**src/rtl/core/sql_token_scanner_top_assert.svh**
```systemverilog
// Assertion macros for the SQL token scanner top level.
`ifndef SQL_TOKEN_SCANNER_TOP_ASSERT_SVH
`define SQL_TOKEN_SCANNER_TOP_ASSERT_SVH

// Same-cycle implication, disabled during reset.
`define STS_ASSERT_IMP(lbl, ante, cons) \
    lbl: assert property (@(posedge clk) disable iff (!rst_n) (ante) |-> (cons)) \
        else $error("sql token scanner: check failed");

// Next-cycle implication, disabled during reset.
`define STS_ASSERT_NXT(lbl, ante, cons) \
    lbl: assert property (@(posedge clk) disable iff (!rst_n) (ante) |=> (cons)) \
        else $error("sql token scanner: check failed");

`endif

```
**src/rtl/core/sts_pkg.sv**
```systemverilog
// Shared types and constants for the SQL token scanner.
`timescale 1ns / 1ps

package sts_pkg;

    localparam int MaxText = 65536;
    localparam int QDepth  = 4;
    localparam int MaxRes  = 3;

    typedef enum logic [3:0] {
        MODE_IDLE,
        MODE_WORD,
        MODE_STR,
        MODE_LT,
        MODE_GT,
        MODE_BANG,
        MODE_ISWS1,
        MODE_ISW2,
        MODE_ISWS2,
        MODE_ISW3
    } mode_t;

    typedef enum logic [4:0] {
        KIND_END       = 5'd0,
        KIND_WORD      = 5'd1,
        KIND_STRING    = 5'd2,
        KIND_EQ        = 5'd3,
        KIND_NE        = 5'd4,
        KIND_LT        = 5'd5,
        KIND_LE        = 5'd6,
        KIND_GT        = 5'd7,
        KIND_GE        = 5'd8,
        KIND_LPAREN    = 5'd9,
        KIND_RPAREN    = 5'd10,
        KIND_SEMI      = 5'd11,
        KIND_COMMA     = 5'd12,
        KIND_UNKNOWN   = 5'd13,
        KIND_ISNULL    = 5'd14,
        KIND_ISNOTNULL = 5'd15,
        KIND_ERROR     = 5'd16
    } kind_t;

    typedef struct packed {
        kind_t       kind;
        logic [15:0] start;
        logic [15:0] len;
    } token_t;

    // All tokens caused by one character, in order.
    typedef struct packed {
        token_t [MaxRes-1:0] tok;
        logic   [1:0]        cnt;
    } bundle_t;

    typedef struct packed {
        logic    valid;
        bundle_t data;
    } push_t;

    typedef struct packed {
        logic full;
        logic empty;
    } q_stat_t;

endpackage

```
**src/rtl/core/sts_front.sv**
```systemverilog
// Front end: accepts characters, runs the scanner state, builds token bundles.
`timescale 1ns / 1ps

module sts_front #(
    parameter int MAX_TEXT = sts_pkg::MaxText
) (
    input  logic              clk,
    input  logic              rst_n,
    input  logic              in_valid,
    output logic              in_ready,
    input  logic [7:0]        char_code,
    input  logic              final_char,
    input  sts_pkg::q_stat_t  q_stat,
    output sts_pkg::push_t    q_push
);

    localparam int PW = $clog2(MAX_TEXT + 1);
    localparam logic [PW-1:0] MaxPos = PW'(MAX_TEXT);

    sts_pkg::mode_t         mode_reg, mode_next;
    logic [PW-1:0]          pos_reg, pos_next;
    logic [PW-1:0]          ts_reg, ts_next;
    logic [PW-1:0]          wc_reg, wc_next;
    logic [3:0][7:0]        wm_reg, wm_next;
    logic [PW-1:0]          iphs_reg, iphs_next;
    logic                   failed_reg, failed_next;

    logic                   accept;
    logic                   ends;
    logic                   is_ws;
    logic                   is_an;
    logic                   is_wb;
    logic [PW-1:0]          wc_add;
    logic [3:0][7:0]        wm_add;
    sts_pkg::token_t [3:0]  toks;
    logic [2:0]             n_tok;
    logic                   go_ws;
    logic                   go_fresh;
    logic                   end_fail;

    function automatic logic [15:0] sat16(input logic [PW-1:0] v);
        if ((v >> 16) != '0) begin
            return 16'hFFFF;
        end
        return 16'(v);
    endfunction

    function automatic sts_pkg::token_t mk_tok(input sts_pkg::kind_t k,
                                               input logic [PW-1:0] s,
                                               input logic [PW-1:0] l);
        sts_pkg::token_t t;
        t.kind  = k;
        t.start = 16'(s);
        t.len   = sat16(l);
        return t;
    endfunction

    function automatic logic word_is_is(input logic [PW-1:0] wc, input logic [3:0][7:0] wm);
        return (wc == PW'(2)) && (wm[0] == "I") && (wm[1] == "S");
    endfunction

    function automatic logic word_is_not(input logic [PW-1:0] wc, input logic [3:0][7:0] wm);
        return (wc == PW'(3)) && (wm[0] == "N") && (wm[1] == "O") && (wm[2] == "T");
    endfunction

    function automatic logic word_is_null(input logic [PW-1:0] wc, input logic [3:0][7:0] wm);
        return (wc == PW'(4)) && (wm[0] == "N") && (wm[1] == "U") && (wm[2] == "L")
            && (wm[3] == "L");
    endfunction

    function automatic sts_pkg::kind_t symbol_kind(input logic [7:0] c);
        case (c)
            "=":     return sts_pkg::KIND_EQ;
            "(":     return sts_pkg::KIND_LPAREN;
            ")":     return sts_pkg::KIND_RPAREN;
            ";":     return sts_pkg::KIND_SEMI;
            ",":     return sts_pkg::KIND_COMMA;
            default: return sts_pkg::KIND_UNKNOWN;
        endcase
    endfunction

    assign in_ready = !q_stat.full;
    assign accept   = in_valid && in_ready;
    assign ends     = (char_code == 8'd0) || final_char;

    assign is_ws = (char_code == 8'd32) || (char_code inside {[8'd9:8'd13]});
    assign is_an = (char_code inside {["0":"9"], ["A":"Z"], ["a":"z"]}) || (char_code == "_");
    assign is_wb = is_an || (char_code == ".");

    assign wc_add = (wc_reg < MaxPos) ? wc_reg + PW'(1) : wc_reg;

    always_comb
    begin
        wm_add = wm_reg;
        if (wc_reg < PW'(4))
        begin
            wm_add[wc_reg[1:0]] = char_code;
        end
    end

    always_comb
    begin
        mode_next   = mode_reg;
        pos_next    = pos_reg;
        ts_next     = ts_reg;
        wc_next     = wc_reg;
        wm_next     = wm_reg;
        iphs_next   = iphs_reg;
        failed_next = failed_reg;
        toks        = '0;
        n_tok       = '0;
        go_ws       = 1'b0;
        go_fresh    = 1'b0;
        end_fail    = 1'b0;

        if (accept)
        begin
            if (!failed_reg && (char_code != 8'd0))
            begin
                if (pos_reg >= MaxPos)
                begin
                    toks[n_tok[1:0]] = mk_tok(sts_pkg::KIND_ERROR, pos_reg, '0);
                    n_tok            = n_tok + 3'd1;
                    failed_next      = 1'b1;
                    mode_next        = sts_pkg::MODE_IDLE;
                end
                else
                begin
                    pos_next = pos_reg + PW'(1);
                    case (mode_reg)
                        sts_pkg::MODE_WORD:
                        begin
                            if (is_wb)
                            begin
                                wc_next = wc_add;
                                wm_next = wm_add;
                            end
                            else if (word_is_is(wc_reg, wm_reg))
                            begin
                                iphs_next = ts_reg;
                                mode_next = sts_pkg::MODE_ISWS1;
                                go_ws     = 1'b1;
                            end
                            else
                            begin
                                toks[n_tok[1:0]] = mk_tok(sts_pkg::KIND_WORD, ts_reg, wc_reg);
                                n_tok            = n_tok + 3'd1;
                                go_fresh         = 1'b1;
                            end
                        end
                        sts_pkg::MODE_ISWS1, sts_pkg::MODE_ISWS2:
                        begin
                            if (!is_ws)
                            begin
                                if (is_wb)
                                begin
                                    wc_next    = PW'(1);
                                    wm_next[0] = char_code;
                                    mode_next  = (mode_reg == sts_pkg::MODE_ISWS1) ?
                                                 sts_pkg::MODE_ISW2 : sts_pkg::MODE_ISW3;
                                end
                                else
                                begin
                                    toks[n_tok[1:0]] = mk_tok(sts_pkg::KIND_ERROR, iphs_reg, '0);
                                    n_tok            = n_tok + 3'd1;
                                    failed_next      = 1'b1;
                                    mode_next        = sts_pkg::MODE_IDLE;
                                end
                            end
                        end
                        sts_pkg::MODE_ISW2, sts_pkg::MODE_ISW3:
                        begin
                            if (is_wb)
                            begin
                                wc_next = wc_add;
                                wm_next = wm_add;
                            end
                            else if (word_is_null(wc_reg, wm_reg))
                            begin
                                toks[n_tok[1:0]] = (mode_reg == sts_pkg::MODE_ISW2) ?
                                    mk_tok(sts_pkg::KIND_ISNULL, iphs_reg, PW'(7)) :
                                    mk_tok(sts_pkg::KIND_ISNOTNULL, iphs_reg, PW'(11));
                                n_tok    = n_tok + 3'd1;
                                go_fresh = 1'b1;
                            end
                            else if ((mode_reg == sts_pkg::MODE_ISW2)
                                     && word_is_not(wc_reg, wm_reg))
                            begin
                                mode_next = sts_pkg::MODE_ISWS2;
                                go_ws     = 1'b1;
                            end
                            else
                            begin
                                toks[n_tok[1:0]] = mk_tok(sts_pkg::KIND_ERROR, iphs_reg, '0);
                                n_tok            = n_tok + 3'd1;
                                failed_next      = 1'b1;
                                mode_next        = sts_pkg::MODE_IDLE;
                            end
                        end
                        sts_pkg::MODE_STR:
                        begin
                            if (char_code == "'")
                            begin
                                toks[n_tok[1:0]] = mk_tok(sts_pkg::KIND_STRING, ts_reg, wc_reg);
                                n_tok            = n_tok + 3'd1;
                                mode_next        = sts_pkg::MODE_IDLE;
                            end
                            else
                            begin
                                wc_next = wc_add;
                            end
                        end
                        sts_pkg::MODE_LT, sts_pkg::MODE_GT, sts_pkg::MODE_BANG:
                        begin
                            mode_next = sts_pkg::MODE_IDLE;
                            if (char_code == "=")
                            begin
                                toks[n_tok[1:0]] = mk_tok(
                                    (mode_reg == sts_pkg::MODE_LT) ? sts_pkg::KIND_LE :
                                    (mode_reg == sts_pkg::MODE_GT) ? sts_pkg::KIND_GE :
                                    sts_pkg::KIND_NE, ts_reg, PW'(2));
                                n_tok = n_tok + 3'd1;
                            end
                            else
                            begin
                                toks[n_tok[1:0]] = mk_tok(
                                    (mode_reg == sts_pkg::MODE_LT) ? sts_pkg::KIND_LT :
                                    (mode_reg == sts_pkg::MODE_GT) ? sts_pkg::KIND_GT :
                                    sts_pkg::KIND_UNKNOWN, ts_reg, PW'(1));
                                n_tok    = n_tok + 3'd1;
                                go_fresh = 1'b1;
                            end
                        end
                        default:
                        begin
                            go_fresh = 1'b1;
                        end
                    endcase

                    // IS or IS NOT just closed on a byte that is not whitespace, which is an error
                    if (go_ws && !is_ws)
                    begin
                        toks[n_tok[1:0]] = mk_tok(sts_pkg::KIND_ERROR, iphs_next, '0);
                        n_tok            = n_tok + 3'd1;
                        failed_next      = 1'b1;
                        mode_next        = sts_pkg::MODE_IDLE;
                    end

                    // rescan the byte from the idle state
                    if (go_fresh)
                    begin
                        mode_next = sts_pkg::MODE_IDLE;
                        if (!is_ws)
                        begin
                            ts_next = pos_reg;
                            if (is_an)
                            begin
                                wc_next    = PW'(1);
                                wm_next[0] = char_code;
                                mode_next  = sts_pkg::MODE_WORD;
                            end
                            else if (char_code == "'")
                            begin
                                ts_next   = pos_reg + PW'(1);
                                wc_next   = '0;
                                mode_next = sts_pkg::MODE_STR;
                            end
                            else if (char_code == "<")
                            begin
                                mode_next = sts_pkg::MODE_LT;
                            end
                            else if (char_code == ">")
                            begin
                                mode_next = sts_pkg::MODE_GT;
                            end
                            else if (char_code == "!")
                            begin
                                mode_next = sts_pkg::MODE_BANG;
                            end
                            else
                            begin
                                toks[n_tok[1:0]] = mk_tok(symbol_kind(char_code), pos_reg, PW'(1));
                                n_tok            = n_tok + 3'd1;
                            end
                        end
                    end
                end
            end

            if (ends)
            begin
                if (!failed_next)
                begin
                    // flush whatever token is still open
                    case (mode_next)
                        sts_pkg::MODE_WORD:
                        begin
                            if (word_is_is(wc_next, wm_next))
                            begin
                                toks[n_tok[1:0]] = mk_tok(sts_pkg::KIND_ERROR, ts_next, '0);
                                end_fail         = 1'b1;
                            end
                            else
                            begin
                                toks[n_tok[1:0]] = mk_tok(sts_pkg::KIND_WORD, ts_next, wc_next);
                            end
                            n_tok = n_tok + 3'd1;
                        end
                        sts_pkg::MODE_ISWS1, sts_pkg::MODE_ISWS2:
                        begin
                            toks[n_tok[1:0]] = mk_tok(sts_pkg::KIND_ERROR, iphs_next, '0);
                            n_tok            = n_tok + 3'd1;
                            end_fail         = 1'b1;
                        end
                        sts_pkg::MODE_ISW2, sts_pkg::MODE_ISW3:
                        begin
                            if (word_is_null(wc_next, wm_next))
                            begin
                                toks[n_tok[1:0]] = (mode_next == sts_pkg::MODE_ISW2) ?
                                    mk_tok(sts_pkg::KIND_ISNULL, iphs_next, PW'(7)) :
                                    mk_tok(sts_pkg::KIND_ISNOTNULL, iphs_next, PW'(11));
                            end
                            else
                            begin
                                toks[n_tok[1:0]] = mk_tok(sts_pkg::KIND_ERROR, iphs_next, '0);
                                end_fail         = 1'b1;
                            end
                            n_tok = n_tok + 3'd1;
                        end
                        sts_pkg::MODE_STR:
                        begin
                            toks[n_tok[1:0]] = mk_tok(sts_pkg::KIND_ERROR,
                                                      ts_next - PW'(1), '0);
                            n_tok            = n_tok + 3'd1;
                            end_fail         = 1'b1;
                        end
                        sts_pkg::MODE_LT:
                        begin
                            toks[n_tok[1:0]] = mk_tok(sts_pkg::KIND_LT, ts_next, PW'(1));
                            n_tok            = n_tok + 3'd1;
                        end
                        sts_pkg::MODE_GT:
                        begin
                            toks[n_tok[1:0]] = mk_tok(sts_pkg::KIND_GT, ts_next, PW'(1));
                            n_tok            = n_tok + 3'd1;
                        end
                        sts_pkg::MODE_BANG:
                        begin
                            toks[n_tok[1:0]] = mk_tok(sts_pkg::KIND_UNKNOWN, ts_next, PW'(1));
                            n_tok            = n_tok + 3'd1;
                        end
                        default:
                        begin
                            end_fail = 1'b0;
                        end
                    endcase
                    if (!end_fail && (n_tok < 3'd4))
                    begin
                        toks[n_tok[1:0]] = mk_tok(sts_pkg::KIND_END, pos_next, '0);
                        n_tok            = n_tok + 3'd1;
                    end
                end
                mode_next   = sts_pkg::MODE_IDLE;
                pos_next    = '0;
                ts_next     = '0;
                wc_next     = '0;
                wm_next     = '0;
                iphs_next   = '0;
                failed_next = 1'b0;
            end
        end
    end

    always_comb
    begin
        q_push.valid    = accept && (n_tok != 3'd0);
        q_push.data.tok = toks[sts_pkg::MaxRes-1:0];
        q_push.data.cnt = (n_tok >= 3'd3) ? 2'd3 : n_tok[1:0];
    end

    always_ff @(posedge clk or negedge rst_n)
    begin
        if (!rst_n)
        begin
            mode_reg   <= sts_pkg::MODE_IDLE;
            pos_reg    <= '0;
            ts_reg     <= '0;
            wc_reg     <= '0;
            wm_reg     <= '0;
            iphs_reg   <= '0;
            failed_reg <= 1'b0;
        end
        else
        begin
            mode_reg   <= mode_next;
            pos_reg    <= pos_next;
            ts_reg     <= ts_next;
            wc_reg     <= wc_next;
            wm_reg     <= wm_next;
            iphs_reg   <= iphs_next;
            failed_reg <= failed_next;
        end
    end

endmodule

```
**src/rtl/core/sts_queue.sv**
```systemverilog
// Short FIFO of token bundles between front and back end.
`timescale 1ns / 1ps

module sts_queue (
    input  logic              clk,
    input  logic              rst_n,
    input  sts_pkg::push_t    q_push,
    input  logic              q_pop,
    output sts_pkg::bundle_t  q_head,
    output sts_pkg::q_stat_t  q_stat
);

    localparam int AW = $clog2(sts_pkg::QDepth);
    localparam int CW = $clog2(sts_pkg::QDepth + 1);

    sts_pkg::bundle_t mem_reg [sts_pkg::QDepth];
    logic [AW-1:0]    wr_ptr_reg, wr_ptr_next;
    logic [AW-1:0]    rd_ptr_reg, rd_ptr_next;
    logic [CW-1:0]    count_reg, count_next;
    logic             do_push;
    logic             do_pop;

    assign do_push = q_push.valid && (count_reg != CW'(sts_pkg::QDepth));
    assign do_pop  = q_pop && (count_reg != '0);

    always_comb
    begin
        wr_ptr_next = wr_ptr_reg;
        rd_ptr_next = rd_ptr_reg;
        if (do_push)
        begin
            wr_ptr_next = (wr_ptr_reg == AW'(sts_pkg::QDepth - 1)) ? '0 : wr_ptr_reg + AW'(1);
        end
        if (do_pop)
        begin
            rd_ptr_next = (rd_ptr_reg == AW'(sts_pkg::QDepth - 1)) ? '0 : rd_ptr_reg + AW'(1);
        end
        count_next = count_reg + CW'(do_push) - CW'(do_pop);
    end

    always_ff @(posedge clk)
    begin
        if (do_push)
        begin
            mem_reg[wr_ptr_reg] <= q_push.data;
        end
    end

    always_ff @(posedge clk or negedge rst_n)
    begin
        if (!rst_n)
        begin
            wr_ptr_reg <= '0;
            rd_ptr_reg <= '0;
            count_reg  <= '0;
        end
        else
        begin
            wr_ptr_reg <= wr_ptr_next;
            rd_ptr_reg <= rd_ptr_next;
            count_reg  <= count_next;
        end
    end

    assign q_head       = mem_reg[rd_ptr_reg];
    assign q_stat.full  = (count_reg == CW'(sts_pkg::QDepth));
    assign q_stat.empty = (count_reg == '0);

endmodule

```
**src/rtl/core/sts_back.sv**
```systemverilog
// Back end: unpacks token bundles into single output transactions.
`timescale 1ns / 1ps

module sts_back (
    input  logic              clk,
    input  logic              rst_n,
    input  sts_pkg::bundle_t  q_head,
    input  sts_pkg::q_stat_t  q_stat,
    output logic              q_pop,
    output logic              out_valid,
    input  logic              out_ready,
    output logic [4:0]        kind,
    output logic [15:0]       start_offset,
    output logic [15:0]       token_length,
    output logic              run_last
);

    logic             out_valid_reg, out_valid_next;
    sts_pkg::token_t  tok_reg, tok_next;
    logic             last_reg, last_next;
    logic [1:0]       idx_reg, idx_next;
    logic             load;
    logic             at_last;

    assign load    = !q_stat.empty && (!out_valid_reg || out_ready);
    assign at_last = (idx_reg == 2'(q_head.cnt - 2'd1));
    assign q_pop   = load && at_last;

    always_comb
    begin
        tok_next       = tok_reg;
        last_next      = last_reg;
        idx_next       = idx_reg;
        out_valid_next = out_valid_reg && !out_ready;
        if (load)
        begin
            tok_next       = q_head.tok[idx_reg];
            last_next      = at_last;
            idx_next       = at_last ? 2'd0 : idx_reg + 2'd1;
            out_valid_next = 1'b1;
        end
    end

    always_ff @(posedge clk)
    begin
        tok_reg  <= tok_next;
        last_reg <= last_next;
    end

    always_ff @(posedge clk or negedge rst_n)
    begin
        if (!rst_n)
        begin
            out_valid_reg <= 1'b0;
            idx_reg       <= 2'd0;
        end
        else
        begin
            out_valid_reg <= out_valid_next;
            idx_reg       <= idx_next;
        end
    end

    assign out_valid    = out_valid_reg;
    assign kind         = tok_reg.kind;
    assign start_offset = tok_reg.start;
    assign token_length = tok_reg.len;
    assign run_last     = last_reg;

endmodule

```
**src/rtl/core/sql_token_scanner_top.sv**
```systemverilog
// SQL token scanner: one character in per cycle while the bundle queue is not full, tokens
// out one per cycle while out_ready is high. A character's first token passes through the
// bundle queue and then the output register; a character that yields several tokens sends
// them one at a time, and the four-entry bundle queue absorbs those bursts.
// Reset: asynchronous, clears scanner state, queue pointers and output valid at once.
`timescale 1ns / 1ps

`include "sql_token_scanner_top_assert.svh"

module sql_token_scanner_top #(
    parameter int MAX_TEXT = sts_pkg::MaxText
) (
    input  logic        clk,
    input  logic        rst_n,
    input  logic        in_valid,
    output logic        in_ready,
    input  logic [7:0]  char_code,
    input  logic        final_char,
    output logic        out_valid,
    input  logic        out_ready,
    output logic [4:0]  kind,
    output logic [15:0] start_offset,
    output logic [15:0] token_length,
    output logic        run_last
);

    sts_pkg::push_t    q_push;
    sts_pkg::q_stat_t  q_stat;
    sts_pkg::bundle_t  q_head;
    logic              q_pop;

    sts_front #(
        .MAX_TEXT (MAX_TEXT)
    ) u_front (
        .clk        (clk),
        .rst_n      (rst_n),
        .in_valid   (in_valid),
        .in_ready   (in_ready),
        .char_code  (char_code),
        .final_char (final_char),
        .q_stat     (q_stat),
        .q_push     (q_push)
    );

    sts_queue u_queue (
        .clk    (clk),
        .rst_n  (rst_n),
        .q_push (q_push),
        .q_pop  (q_pop),
        .q_head (q_head),
        .q_stat (q_stat)
    );

    sts_back u_back (
        .clk          (clk),
        .rst_n        (rst_n),
        .q_head       (q_head),
        .q_stat       (q_stat),
        .q_pop        (q_pop),
        .out_valid    (out_valid),
        .out_ready    (out_ready),
        .kind         (kind),
        .start_offset (start_offset),
        .token_length (token_length),
        .run_last     (run_last)
    );

    // end of text always closes a run and carries no length
    `STS_ASSERT_IMP(a_end_shape, out_valid && (kind == sts_pkg::KIND_END), run_last && (token_length == 16'd0))
    // an error stops the text, so nothing follows it in the same run
    `STS_ASSERT_IMP(a_error_shape, out_valid && (kind == sts_pkg::KIND_ERROR), run_last && (token_length == 16'd0))
    `STS_ASSERT_IMP(a_kind_range, out_valid, kind <= sts_pkg::KIND_ERROR)
    // tokens of one character come out without gaps
    `STS_ASSERT_NXT(a_run_cont, out_valid && out_ready && !run_last, out_valid)

endmodule

```
**config.mk**
```make
export PLATFORM = sky130hd
export DESIGN_NAME = sql_token_scanner_top
export DESIGN_NICKNAME = d
export VERILOG_FILES = /design/src/rtl/core/sts_pkg.sv /design/src/rtl/core/sts_front.sv /design/src/rtl/core/sts_queue.sv /design/src/rtl/core/sts_back.sv /design/src/rtl/core/sql_token_scanner_top.sv
export VERILOG_INCLUDE_DIRS = /design/src /design/src/rtl/core
export SDC_FILE = /design/constraint.sdc
export NUM_CORES = 1
export LEC_CHECK = 0
export BUFFER_PORTS_ARGS = -buffer_cell sky130_fd_sc_hd__buf_4
export CAP_MARGIN = 10
export CORE_UTILIZATION = 57
export CTS_CLUSTER_DIAMETER = 50
export DETAILED_ROUTE_END_ITERATION = 8
export PLACE_DENSITY = 0.76
export SYNTH_ARGS = -nofsm -noshare
export SYNTH_HDL_FRONTEND = slang
export SYNTH_HIERARCHICAL = 1
export SYNTH_SLANG_ARGS = --single-unit
```
**constraint.sdc**
```tcl
create_clock -name clk -period 7.4 [get_ports clk]
set_input_delay 0.37 -clock clk [delete_from_list [all_inputs] [get_ports clk]]
set_output_delay 0.37 -clock clk [all_outputs]
set_load 0.005 [all_outputs]
```
==> results_dict.tcl, run 1 <==
set metrics [dict create \
    synth_area_sq_um 31200 \
    pre_cts_ws_ps 374 \
    routed_wl_mm 94.1 \
    p_per_area_nw_per_um2 568 \
    setup_viol 0 \
    die_x_microns 236 \
    syn_nets 2621 \
    start_util 0.578 \
    cp.depth 18 \
    track_usage 0.339 \
    dp_hpwl_mm 61.4 \
    min_period_ps 6950 \
    reg2reg_depth 18 \
    cap_viol_max_count 0 \
    antenna_found_initial 0 \
    path_delay_family "simple AND/OR/NAND/NOR gates" \
    top_layer_used "met4" \
    wl_met3_mm 10.6 \
    grt_first_pass_wirelength_mm 143 \
    slew_viol_final 0 \
    power.static_leakage_uw 0.0123 \
    wl_met2_mm 42.1 \
    core-area_sq_um 54000 \
    ys.warnings.count 6 \
    fin_setup_tns_ps 0 \
    slew_headroom 0.237 \
    clock-root-buffer "clkbuf_16" \
    worst_slack_ps 453 \
    fin_skew_ps 25.0 \
    dieArea_sq_um 55800 \
    postSynthCellCount 2581 \
    vias_per_cell 6.98 \
    crit_top_cell "buf_4" \
    min_path_cells 3 \
    clock_latency_ps 630 \
    required_ps 7660 \
    wl_per_cell_microns 27.9 \
    drt_iter0_drc 3301 \
    slowest_delay_ps 970 \
    end_kind "flip-flop" \
    fmax_mhz 144 \
    dr_total_vias 23500 \
    power.total_uw 19800 \
    std_cell_rows 85 \
    ys_seq_elements 603 \
    criticalPathCategory "flip-flop to flip-flop" \
    m1WireLength_mm 38.4 \
    cts_made_buffers 71 \
    yosysUniqueCellTypes 109 \
    critPathArrivalTime_ps 7210 \
    finalWeightedCongestion 1.01 \
    post-route-util 0.646 \
    synth-seq-area-share 0.561 \
    reg2reg_slack_ps 450 \
    diodes 0 \
    syn_to_final_growth_pct 11.7 \
    grt_max_degree 93 \
    finalHoldViolations 0 \
    status "finished clean" \
    critPathMaxFanout 59 \
    drive_gt1_frac 0.168 \
    grt_pass1_vias 22700 \
    port-buffer-count 52 \
    cts.path.max_buffers 3 \
    final_common_cell "edfxtp_1" \
    async_flop_share 0.187 \
    start_kind "flip-flop" \
    htree_levels 3 \
    hold_path_class "input port to flip-flop" \
    io_pins 53 \
    ant_nets 0 \
    vdd_drop_max_v 0.000501 \
    synthFlopType "edfxtp_1" \
    nNetsFinal 2654 \
    cts_tree "built" \
    period_share 0.939 \
    clk_pin_slew_ps 60 \
    slowest_stage "and3b_4" \
    synth-edff-count 490 \
    route.detailed.drc 0 \
    overflow 0 \
    die_h_microns 236 \
    largest_reg_flops 452 \
    dr.pass1.iters 6 \
    cp_num_buf_inv 4 \
    postCtsSetupBuffers 0 \
    syn_avg_cell_area_sq_um 12.1 \
    cts_sinks 603 \
    path_cells "nor4_1 -> nand4b_1 -> buf_4 -> nor4_4 -> nand3_1 -> a31oi_1 -> a2111oi_0 -> buf_4 -> nor4_1 -> nand3_1 -> and4bb_2 -> o22a_1 -> a311o_1 -> a32oi_1 -> buf_4 -> nand3_1 -> and3b_4 -> buf_4" \
    rsz0062_at_grt "false" \
    final_cell_mix "490 x edfxtp_1, 278 x nand2_1, 194 x o21ai_0" \
    tightest_slew_ps 1140 \
]
==> cell families after synthesis <==
| kind of cell | count (synthesis) | share of synthesized area |
|---|---|---|
| mux | 214 | 0.114 |
| flops | 603 | 0.561 |
| simple gates | 816 | 0.130 |
| buf+inv | 228 | 0.0325 |
| xor+xnor | 52 | 0.0148 |
| fa+ha+maj | 27 | 0.0111 |
| compound gates | 641 | 0.136 |
==> Yosys cell counts (8+ instances only) <==
| master | count | area, sq um |
|---|---|---|
| buf_6 | 11 | 124 |
| a21o_1 | 14 | 105 |
| a21oi_1 | 108 | 541 |
| o21a_1 | 16 | 120 |
| nor4_1 | 27 | 169 |
| o21ai_1 | 12 | 60.1 |
| nand3_1 | 57 | 285 |
| inv_1 | 43 | 161 |
| nand2b_1 | 13 | 81.3 |
| clkbuf_1 | 126 | 473 |
| edfxtp_1 | 490 | 14700 |
| a31oi_1 | 20 | 125 |
| a22o_1 | 34 | 298 |
| o22ai_1 | 29 | 181 |
| or2_2 | 12 | 75.1 |
| nor2_1 | 186 | 698 |
| nor2b_1 | 19 | 119 |
| o31ai_1 | 12 | 90.1 |
| nor3_1 | 63 | 315 |
| a221oi_1 | 24 | 210 |
| dfrtp_1 | 113 | 2830 |
| nor3b_1 | 11 | 82.6 |
| o211ai_1 | 22 | 165 |
| buf_4 | 10 | 75.1 |
| mux2i_1 | 93 | 931 |
| a22oi_1 | 21 | 158 |
| or3_1 | 23 | 144 |
| ha_1 | 26 | 325 |
| a211oi_1 | 31 | 233 |
| and2_1 | 12 | 75.1 |
| mux4_2 | 113 | 2540 |
| nand4_1 | 20 | 125 |
| o21ai_0 | 195 | 976 |
| and3_1 | 20 | 125 |
| nand2_1 | 279 | 1050 |
| a2bb2oi_1 | 9 | 78.8 |
| xnor2_1 | 32 | 280 |
| nor4b_1 | 9 | 78.8 |
| a32oi_1 | 8 | 70.1 |
| buf_2 | 31 | 155 |
| xor2_1 | 19 | 166 |
==> metrics by stage <==
stage | hold WS [ps] | cells | area [sq um]
detailed placement | 391 | 3236 | 32500
global placement | 395 | 3236 | 32500
CTS | 62.1 | 3366 | 34900
floorplan | 74.4 | 2581 | 31300
global route | 105 | 3366 | 34900
finish | 91.4 | 3366 | 34900
==> area by class of cell <==
| type | count | area (sq um) |
|---|---|---|
| Timing Repair Buffer | 145 | 1130 |
| Sequential cell | 603 | 17600 |
| Clock buffer | 88 | 1910 |
| Clock inverter | 41 | 478 |
| Tap cell | 696 | 871 |
| Inverter | 43 | 161 |
| Fill cell | 3959 | 19100 |
| Multi-Input combinational cell | 1750 | 12800 |
==> worst paths after layout <==
check	startpoint	endpoint
hold / removal	out_ready	u_back/out_valid
hold reg to reg	u_front/wm_reg[18]	u_front/wm_reg[18]
setup / recovery	u_front/wc_reg[6]	u_queue/mem_reg[1][85]
min in group asynchronous	rst_n	u_front/pos_reg[15]
setup reg to reg	u_front/wc_reg[6]	u_queue/mem_reg[1][85]
max in group asynchronous	rst_n	u_front/wm_reg[4]
==> where the power goes <==
part           internal [uW]  switching, uW  leakage [uW]  total (uW)
registers               5700            656       0.00618        6360
logic                   3500           6420       0.00492        9920
clock network           2060           1470       0.00115        3530
==> tightest hold or removal path: cells and delay by family <==
family / cells / cell delay [ps]
simple gates: 2 / 220
buf+inv: 1 / 80
==> per-layer routing <==
layer  vias to the layer above  global-route usage
li1                      10100                   -
met1                     11600               0.491
met2                      1554               0.510
met3                       242              0.0762
met4                         0               0.111
met5                         -                   0
==> timing repair <==
| item | in CTS | in global routing |
|---|---|---|
| resized for setup | 0 | 4 |
| endpoints found under the hold margin | 31 | 0 |
| setup endpoints to repair | 0 | 57 |
| hold buffers | 1 | 0 |
Note: power is estimated with default switching activity, not from simulation.
==> run 2, diff against run 1 <==
- CORE_UTILIZATION: 57 -> 64
- CTS_CLUSTER_SIZE: not set -> 10
- MAX_ROUTING_LAYER: not set -> met4
- PLACE_DENSITY: 0.76 -> 0.81
- clock period: 7.4 -> 7.3 ns (I/O delays scaled with it)
==> run 2 against run 1 <==
Net effect: wire length increased by 8.6%; global-route usage up 8.6 points; register-to-register slack got worse by 90 ps; utilization rose by 7.7 points; die area shrank 11%; sequential share of layout area rose by 0.33 points; first-iteration DRC count is 23% higher; count of clock-buffer cells in the layout rose by 9; cell area is 0.65% lower; maximum frequency increased by 0.17%; non-clock buffer count grew 9; final cell count down 2.6%.
==> results_dict.tcl, run 2 (synthesized netlist as in run 1, its figures left out) <==
set metrics [dict create \
    status "finished clean" \
    period_share 0.950 \
    htree_levels 3 \
    core-area_sq_um 47900 \
    largest_reg_flops 452 \
    post-route-util 0.723 \
    start_util 0.652 \
    grt_first_pass_wirelength_mm 151 \
    path_delay_family "simple AND/OR/NAND/NOR gates" \
    critPathArrivalTime_ps 7460 \
    routed_wl_mm 102 \
    cap_viol_max_count 0 \
    slew_headroom 0.166 \
    wl_per_cell_microns 31.1 \
    fmax_mhz 144 \
    tightest_slew_ps 1240 \
    cts_sinks 603 \
    crit_top_cell "ha_1" \
    clk_pin_slew_ps 60 \
    slowest_delay_ps 570 \
    cts.path.max_buffers 3 \
    required_ps 7830 \
    port-buffer-count 52 \
    met1_usage 0.574 \
    final_cell_mix "490 x edfxtp_1, 277 x nand2_1, 193 x o21ai_0" \
    cts_made_buffers 76 \
    finalHoldViolations 0 \
    hold_path_class "input port to flip-flop" \
    vias_per_cell 7.38 \
    drt_iter0_drc 4058 \
    rsz0062_at_grt "false" \
    dr.pass1.iters 6 \
    ant_nets 0 \
    slowest_stage "or4b_4" \
    slew_viol_final 0 \
    cp_num_buf_inv 2 \
    fin_setup_tns_ps 0 \
    fin_skew_ps 26.9 \
    setup_viol 0 \
    end_kind "flip-flop" \
    antenna_found_initial 1 \
    critPathMaxFanout 20 \
    route.detailed.drc 0 \
    final_common_cell "edfxtp_1" \
    finalWeightedCongestion 0.999 \
    min_period_ps 6940 \
    place_inst 3161 \
    dp_hpwl_mm 64.5 \
    clock-root-buffer "clkbuf_16" \
    start_kind "flip-flop" \
    dr_total_vias 24200 \
    std_cell_rows 80 \
    criticalPathCategory "flip-flop to flip-flop" \
    grt_busiest_layer "met2" \
    track_usage 0.425 \
    grt_max_degree 83 \
    use_met3 0.107 \
    met2_usage 0.623 \
    io_pins 53 \
    nNetsFinal 2668 \
    grt_pass1_vias 23400 \
    die_x_microns 223 \
    clock_latency_ps 620 \
    dieArea_sq_um 49700 \
    path_cells "or4b_4 -> or4_4 -> or4_4 -> a2111o_1 -> o211ai_2 -> o211a_1 -> nand3_4 -> mux2_4 -> nand2_1 -> o21ai_1 -> ha_1 -> nor3_1 -> nand3_1 -> a32oi_1 -> nand3_1 -> nand2b_1 -> ha_1 -> inv_1 -> ha_1 -> inv_1 -> fa_1 -> xnor2_1 -> xnor2_1" \
    die_h_microns 223 \
    drive_gt1_frac 0.166 \
    syn_to_final_growth_pct 10.9 \
    fin_cells 3279 \
    overflow 0 \
    cts_tree "built" \
]
run 2: layout make-up:
cell class	instances	area, sq um
multi-input cells	1750	12800
flip-flops and latches	603	17600
fillers	3021	13300
inverters	43	161
well taps	615	769
diodes	1	2.50
clock inverters	16	168
repair buffers	154	1220
clock buffers	97	2000
run 2: path summary, 6_finish.rpt:
path,slack (ps),depth (start not counted),to,start
min,170,3,u_back/out_valid,out_ready
min in group asynchronous,200,2,u_back/out_valid,rst_n
max,360,23,u_queue/count_reg[2],u_front/wm_reg[16]
max in group asynchronous,5360,4,u_front/pos_reg[5],rst_n
max reg2reg,360,23,u_queue/count_reg[2],u_front/wm_reg[16]
min reg2reg,480,2,u_front/wm_reg[27],u_front/wm_reg[27]
run 2: worst min-delay path: stages:
cell	delay (ps)
buf_4	100
nor2b_1	110
nand2b_1	170
run 2: repair_timing:
action,4_1_cts,5_1_grt
setup endpoints to repair,0,38
endpoints found under the hold margin,11,0
buffers inserted,0,3
hold buffers,1,0
resized for setup,0,5
run 2: layer usage:
| layer | up-vias | wire (microns) | share of wire |
|---|---|---|---|
| li1 | 10100 | - | - |
| met1 | 11900 | 39000 | 0.38 |
| met2 | 1886 | 46100 | 0.45 |
| met3 | 313 | 13000 | 0.13 |
| met4 | 0 | 4030 | 0.039 |
| met5 | - | 0 | 0 |
run 2: through the flow:
stage	cell area (sq um)	setup WS [ps]	hold slack [ps]
2_1_floorplan	31300	756	69.4
3_3_place_gp	32400	641	277
3_5_place_dp	32400	413	275
4_1_cts	34600	260	141
5_1_grt	34700	55.0	159
6_report	34700	365	172
Power of run 2 is not shown: default switching activity piles up to over one toggle a cycle in this logic, so the estimate is an artifact.
